**src/hdl/shk_pkg.sv**
```systemverilog
// ----------------------------------------------------------------------------
// shk_pkg: shared types and constants for the SHAKE128 sponge
// Command and status structs between controller and datapath, register codes.
// ----------------------------------------------------------------------------
`default_nettype none
package shk_pkg;

   localparam int unsigned NUM_ROUNDS = 24;
   localparam logic [7:0]  LFSR_POLY  = 8'h71;
   localparam logic [7:0]  PAD_BYTE   = 8'h80;
   localparam logic [7:0]  RATE_MAX   = 8'd199;

   localparam logic [1:0] REG_RATE   = 2'd0;
   localparam logic [1:0] REG_SUFFIX = 2'd1;
   localparam logic [1:0] REG_OUTLEN = 2'd2;

   // byte-op selector for the datapath
   typedef enum logic [1:0] {
      BOP_NONE,
      BOP_XOR,
      BOP_CLEAR
   } byte_op_type;

   typedef struct packed {
      byte_op_type op;       // XOR a byte, clear state, or nothing
      logic [7:0]  pos;      // byte position
      logic [7:0]  value;    // byte to XOR
      logic        perm_start;
   } dp_cmd_type;

   typedef struct packed {
      logic       perm_busy;
      logic [7:0] rd_byte;   // byte at cmd.pos, combinational
   } dp_sts_type;

endpackage
`default_nettype wire

```
**src/hdl/shk_control.sv**
```systemverilog
// ----------------------------------------------------------------------------
// shk_control: sponge sequencer
// Absorbs bytes, pads, squeezes and clears, driving the datapath by command.
// ----------------------------------------------------------------------------
`default_nettype none
module shk_control
   import shk_pkg::*;
#(
   parameter int unsigned MAX_OUT_BYTES = 64
) (
   input  wire logic       clock,
   input  wire logic       reset,
   input  wire logic [7:0] rate_bytes,
   input  wire logic [7:0] domain_suffix,
   input  wire logic [6:0] out_length,
   input  wire logic       req_tvalid,
   output logic            req_tready,
   input  wire logic [7:0] req_data,
   input  wire logic       req_carries,
   input  wire logic       req_last,
   output logic            rsp_tvalid,
   input  wire logic       rsp_tready,
   output logic [7:0]      rsp_data,
   output logic            rsp_last,
   output dp_cmd_type      cmd,
   input  wire dp_sts_type sts
);

   typedef enum logic [3:0] {
      S_IDLE, S_PRE, S_ABS, S_ABSW, S_SFX, S_SFXW, S_PAD, S_PADW,
      S_SQZ, S_SQZW, S_OUT, S_CLR
   } state_type;

   localparam logic [6:0] MAX_OUT = 7'(MAX_OUT_BYTES);

   state_type  state_ff;
   logic [7:0] fill_ff, pos_ff, byte_ff;
   logic       carry_ff, last_ff;
   logic [6:0] cnt_ff, olen_ff;
   logic [7:0] rate;
   logic [6:0] olen;

   // effective rate and digest length
   always_comb begin
      rate = rate_bytes;
      if (rate == 8'd0) rate = 8'd1;
      if (rate > RATE_MAX) rate = RATE_MAX;
      olen = (out_length > MAX_OUT) ? MAX_OUT : out_length;
   end

   // next item only once a pending permutation has finished
   assign req_tready = (state_ff == S_IDLE) && !sts.perm_busy;

   // command generation
   always_comb begin
      cmd.op         = BOP_NONE;
      cmd.pos        = pos_ff;
      cmd.value      = byte_ff;
      cmd.perm_start = 1'b0;
      case (state_ff)
         S_PRE:  cmd.perm_start = (fill_ff >= rate);
         S_ABS: begin
            cmd.op  = carry_ff ? BOP_XOR : BOP_NONE;
            cmd.pos = fill_ff;
            cmd.perm_start = carry_ff && (fill_ff + 8'd1 >= rate);
         end
         S_SFX: begin
            cmd.op = BOP_XOR; cmd.pos = fill_ff; cmd.value = domain_suffix;
            cmd.perm_start = domain_suffix[7] && (fill_ff == rate - 8'd1);
         end
         S_PAD: begin
            cmd.op = BOP_XOR; cmd.pos = rate - 8'd1; cmd.value = PAD_BYTE;
            cmd.perm_start = 1'b1;
         end
         S_SQZ:  cmd.perm_start = (pos_ff == rate);
         S_CLR:  cmd.op = BOP_CLEAR;
         default: ;
      endcase
   end

   assign rsp_tvalid = (state_ff == S_OUT);
   assign rsp_data   = byte_ff;
   assign rsp_last   = (cnt_ff + 7'd1 == olen_ff);

   always_ff @(posedge clock) begin
      if (reset) begin
         state_ff <= S_IDLE;
         fill_ff  <= '0;
         pos_ff   <= '0;
         cnt_ff   <= '0;
         olen_ff  <= '0;
      end else begin
         case (state_ff)
            S_IDLE: if (req_tvalid && req_tready) begin
               byte_ff  <= req_data;
               carry_ff <= req_carries;
               last_ff  <= req_last;
               state_ff <= S_PRE;
            end
            S_PRE: begin
               if (fill_ff >= rate) fill_ff <= '0;
               state_ff <= S_ABSW;
            end
            S_ABSW: if (!sts.perm_busy) state_ff <= S_ABS;
            S_ABS: begin
               if (carry_ff)
                  fill_ff <= (fill_ff + 8'd1 >= rate) ? 8'd0 : fill_ff + 8'd1;
               state_ff <= last_ff ? S_SFXW : S_IDLE;
            end
            S_SFXW: if (!sts.perm_busy) state_ff <= S_SFX;
            S_SFX:  state_ff <= S_PADW;
            S_PADW: if (!sts.perm_busy) state_ff <= S_PAD;
            S_PAD: begin
               pos_ff   <= '0;
               cnt_ff   <= '0;
               olen_ff  <= olen;
               state_ff <= S_SQZW;
            end
            S_SQZW: if (!sts.perm_busy)
               state_ff <= (cnt_ff == olen_ff) ? S_CLR : S_SQZ;
            S_SQZ: begin
               if (pos_ff == rate) begin
                  pos_ff   <= '0;
                  state_ff <= S_SQZW;
               end else begin
                  byte_ff  <= sts.rd_byte;
                  pos_ff   <= pos_ff + 8'd1;
                  state_ff <= S_OUT;
               end
            end
            S_OUT: if (rsp_tready) begin
               cnt_ff   <= cnt_ff + 7'd1;
               state_ff <= (cnt_ff + 7'd1 == olen_ff) ? S_CLR : S_SQZ;
            end
            S_CLR: begin
               fill_ff  <= '0;
               state_ff <= S_IDLE;
            end
            default: state_ff <= S_IDLE;
         endcase
      end
   end

endmodule
`default_nettype wire

```
**config.mk**
```make
export PLATFORM = sky130hd
export DESIGN_NAME = shk_control
export DESIGN_NICKNAME = d
export VERILOG_FILES = /design/src/hdl/shk_pkg.sv /design/src/hdl/shk_control.sv
export SDC_FILE = /design/constraint.sdc
export NUM_CORES = 1
export LEC_CHECK = 0
export BUFFER_PORTS_ARGS = -buffer_cell sky130_fd_sc_hd__buf_4
export CORE_ASPECT_RATIO = 1.1
export CORE_MARGIN = 2
export CORE_UTILIZATION = 50
export DETAILED_ROUTE_END_ITERATION = 6
export PLACE_DENSITY_LB_ADDON = 0.08
export SLEW_MARGIN = 20
export SYNTH_ARGS = -nofsm -noshare
export SYNTH_HDL_FRONTEND = slang
export SYNTH_SLANG_ARGS = --single-unit
```
**constraint.sdc**
```tcl
create_clock -name clock -period 4.5 [get_ports clock]
set_clock_uncertainty 0.15 [all_clocks]
set_input_delay 0.675 -clock clock [delete_from_list [all_inputs] [get_ports clock]]
set_output_delay 0.675 -clock clock [all_outputs]
set_load 0.05 [all_outputs]
```
==> impl_metrics.py <==
metrics = {
    "min_path": {
        "whs_path_depth": 2,
        "hold_path_class": "flop to flop",
    },
    "final_layout": {
        "antenna_cells": 0,
        "syn2layout_area_growth_pct": 17.7,
        "multi_input_area_um2": 2570,
        "final_net_count": 593,
        "final_area_um2": 4410,
        "seq_area_um2": 981,
        "fillCellCount": 685,
        "drive_gt1_share_pct": 19.5,
    },
    "global_route": {
        "gr-usage-all-layers_pct": 25.0,
        "grt_max_degree": 32,
        "grt-ovfl-total": 0,
        "grt_pass1_vias": 3530,
        "grt_antenna_before_repair": 0,
        "grt_pass1_wl_mm": 16.6,
    },
    "placement": {
        "io_buffers": 75,
        "place_area_um2": 4330,
        "hpwl_mm": 7.80,
        "place_congestion": 0.974,
    },
    "clock_tree": {
        "clk_pin_slew_ns": 0.08,
        "cts_setup_buffers": 0,
        "root_buffer": "clkbuf_8",
        "numCtsBuffers": 5,
        "cts_max_level": 2,
        "cts_sinks": 44,
        "cts_resized": 0,
        "clk_latency_ns": 0.30,
        "clock_path_buffers": 2,
        "hold_buffers": 0,
        "cts_tree": "built",
    },
    "route": {
        "drt-total-wl_mm": 10.1,
        "dr.pass1.iters": 5,
        "drc": 0,
        "vias": 3785,
        "wl_per_cell_um": 16.5,
        "detail-route-antenna-nets": 0,
        "via_per_inst": 6.15,
        "drt_iter0_drc": 210,
    },
    "floorplan": {
        "start_util_pct": 51.0,
        "chipWidth_um": 86.5,
        "core-area_um2": 7350,
        "dieHeight_um": 94.8,
        "pin_count": 76,
        "rows": 33,
        "dieArea_um2": 8200,
    },
    "critical_path": {
        "critical_path_class": "primary input to primary output",
        "cp_slowest_cell": "o311a_4",
        "cp.depth": 12,
        "crit_arrival_ns": 3.45,
        "required_ns": 3.67,
        "cp_top_family": "compound AO/OA/AOI/OAI gates",
        "crit_chain": "buf_4, o311a_4, a211oi_4, inv_1, ha_1, nor4b_1, and4_1, o211ai_1, a2111oi_0, nand4_1, nand3b_1, buf_4",
        "slowest_delay_ns": 0.42,
        "crit_top_cell": "buf_4",
        "start_kind": "primary input",
        "critPathMaxFanout": 16,
        "reg2reg_depth": 11,
        "r2r_slack_ns": 1.16,
        "path_buf_inv": 3,
        "cp-end-kind": "primary output",
    },
    "timing": {
        "fin_setup_tns_ns": 0,
        "timing.fmax_mhz": 234,
        "hold_viol": 0,
        "slew_viol_final": 0,
        "period_share_pct": 95.1,
        "worst_pin_slew_ns": 0.926,
        "fin_crit_ns": 4.28,
        "maxSlewHeadroom_pct": 38.2,
        "rsz0062_at_grt": "no",
        "finalSetupViolCount": 0,
    },
    "synth": {
        "synth_warnings": 0,
        "async_flop_share_pct": 0,
        "syn_area_um2": 3750,
        "synth_common_cells": "nor2_1, nand2_1, dfxtp_1, a21oi_1, clkbuf_1",
        "synth_edf_count": 10,
        "synth.top_cells.by_area": "dfxtp_1, edfxtp_1, ha_1",
        "yosysMostFrequentCell": "nor2_1",
        "yosysTopAreaCellShare_pct": 18.2,
        "synth_top_area_cell": "dfxtp_1",
        "ys_ff_latch": 44,
        "syn_inst": 470,
        "ys_dominant_reg_cell": "dfxtp_1",
        "synth_nets": 536,
        "yosysSeqAreaShare_pct": 26.2,
        "syn_area_per_cell_um2": 7.97,
        "synth_cell_types": 68,
    },
    "flow_run": {
        "maxCapViolations": 0,
    },
    "pwr": {
        "power_density_nw_per_um2": 361,
        "p_leak_nw": 1.88,
        "ir_drop_mv": 0.251,
    },
    "status": {
        "outcome": "finished clean",
    },
}
[logic make-up (layout without fill, tap and decap cells)]
family                   after synthesis  count (layout)  synth area share (%)
flip-flops                            44              44                  26.2
buffers and inverters                 46             104                  5.08
AO/OA/AOI/OAI                        136             136                  25.6
multiplexers                          11              11                  3.24
AND/OR/NAND/NOR                      181             181                  24.8
XOR/XNOR                              32              32                  8.42
adder cells (fa/ha/maj)               20              20                  6.68
[area by class of cell]
type	count	share of cell area (%)
multi-input combinational	380	58.4
sequential	44	22.2
timing repair buffer	80	13.6
tap	87	2.47
clock buffer	6	1.65
inverter	16	1.36
clock inverter	2	0.255
[worst min-delay path: stages, from the launching register on]
cell,delay [ns]
dfxtp_1,0.32
nand2_1,0.06
a21oi_1,0.05
[sequential cells by signal, summed over array words and instances, names as in the netlist]
| signal | cells |
|---|---|
| fill_ff | 8 |
| rsp_data | 8 |
| olen_ff | 7 |
| pos_ff | 8 |
| last_ff | 1 |
| cnt_ff | 7 |
| state_ff | 4 |
| carry_ff | 1 |
[report_power, final]
part	total, mW	leakage, nW	switching, mW	internal, mW
clock	0.247	0.0455	0.138	0.109
combinational	0.821	1.46	0.528	0.293
sequential	0.523	0.366	0.0771	0.446
total	1.59	1.88	0.743	0.848
[per-layer routing]
metal | routed length, µm | up-vias | global-route usage [%] | part of all wire [%]
li1 | - | 1856 | - | -
met1 | 4410 | 1790 | 31.9 | 44
met2 | 5010 | 120 | 43.3 | 49
met3 | 526 | 19 | 3.67 | 5.2
met4 | 188 | 0 | 7.81 | 1.9
met5 | 0 | - | 0 | 0
[worst paths after layout]
path,start,to
worst max-delay path,rate_bytes[3],cmd[0]
worst min-delay path,olen_ff[6],olen_ff[6]
worst max register to register,fill_ff[2],fill_ff[1]
worst min register to register,olen_ff[6],olen_ff[6]
[layout by cell type, fill, tap and decap left out, types with 6 or more instances in the layout]
cell type / instances
a21oi_1: 32
a22o_1: 15
a22oi_1: 9
a31oi_1: 6
and3_1: 10
buf_4: 80
dfxtp_1: 34
edfxtp_1: 10
ha_1: 20
inv_1: 16
mux2_2: 9
nand2_1: 41
nand3_1: 17
nand3b_1: 7
nor2_1: 46
nor3_1: 15
nor3b_1: 7
o21ai_0: 24
xnor2_1: 10
xor2_1: 19
[stage by stage]
step	hold slack [ns]	power, mW	setup slack, ns	util, %	cells
after global routing	0.363	1.69	0.0247	60.0	615
after floorplan	0.298	1.12	0.430	-	470
after CTS	0.334	1.59	0.226	60.0	615
after detailed placement	0.321	1.34	0.243	58.9	607
final	0.328	1.59	0.221	60.0	615
after global placement	0.308	1.33	0.447	58.9	607
Power figures use the tool's default switching activity.
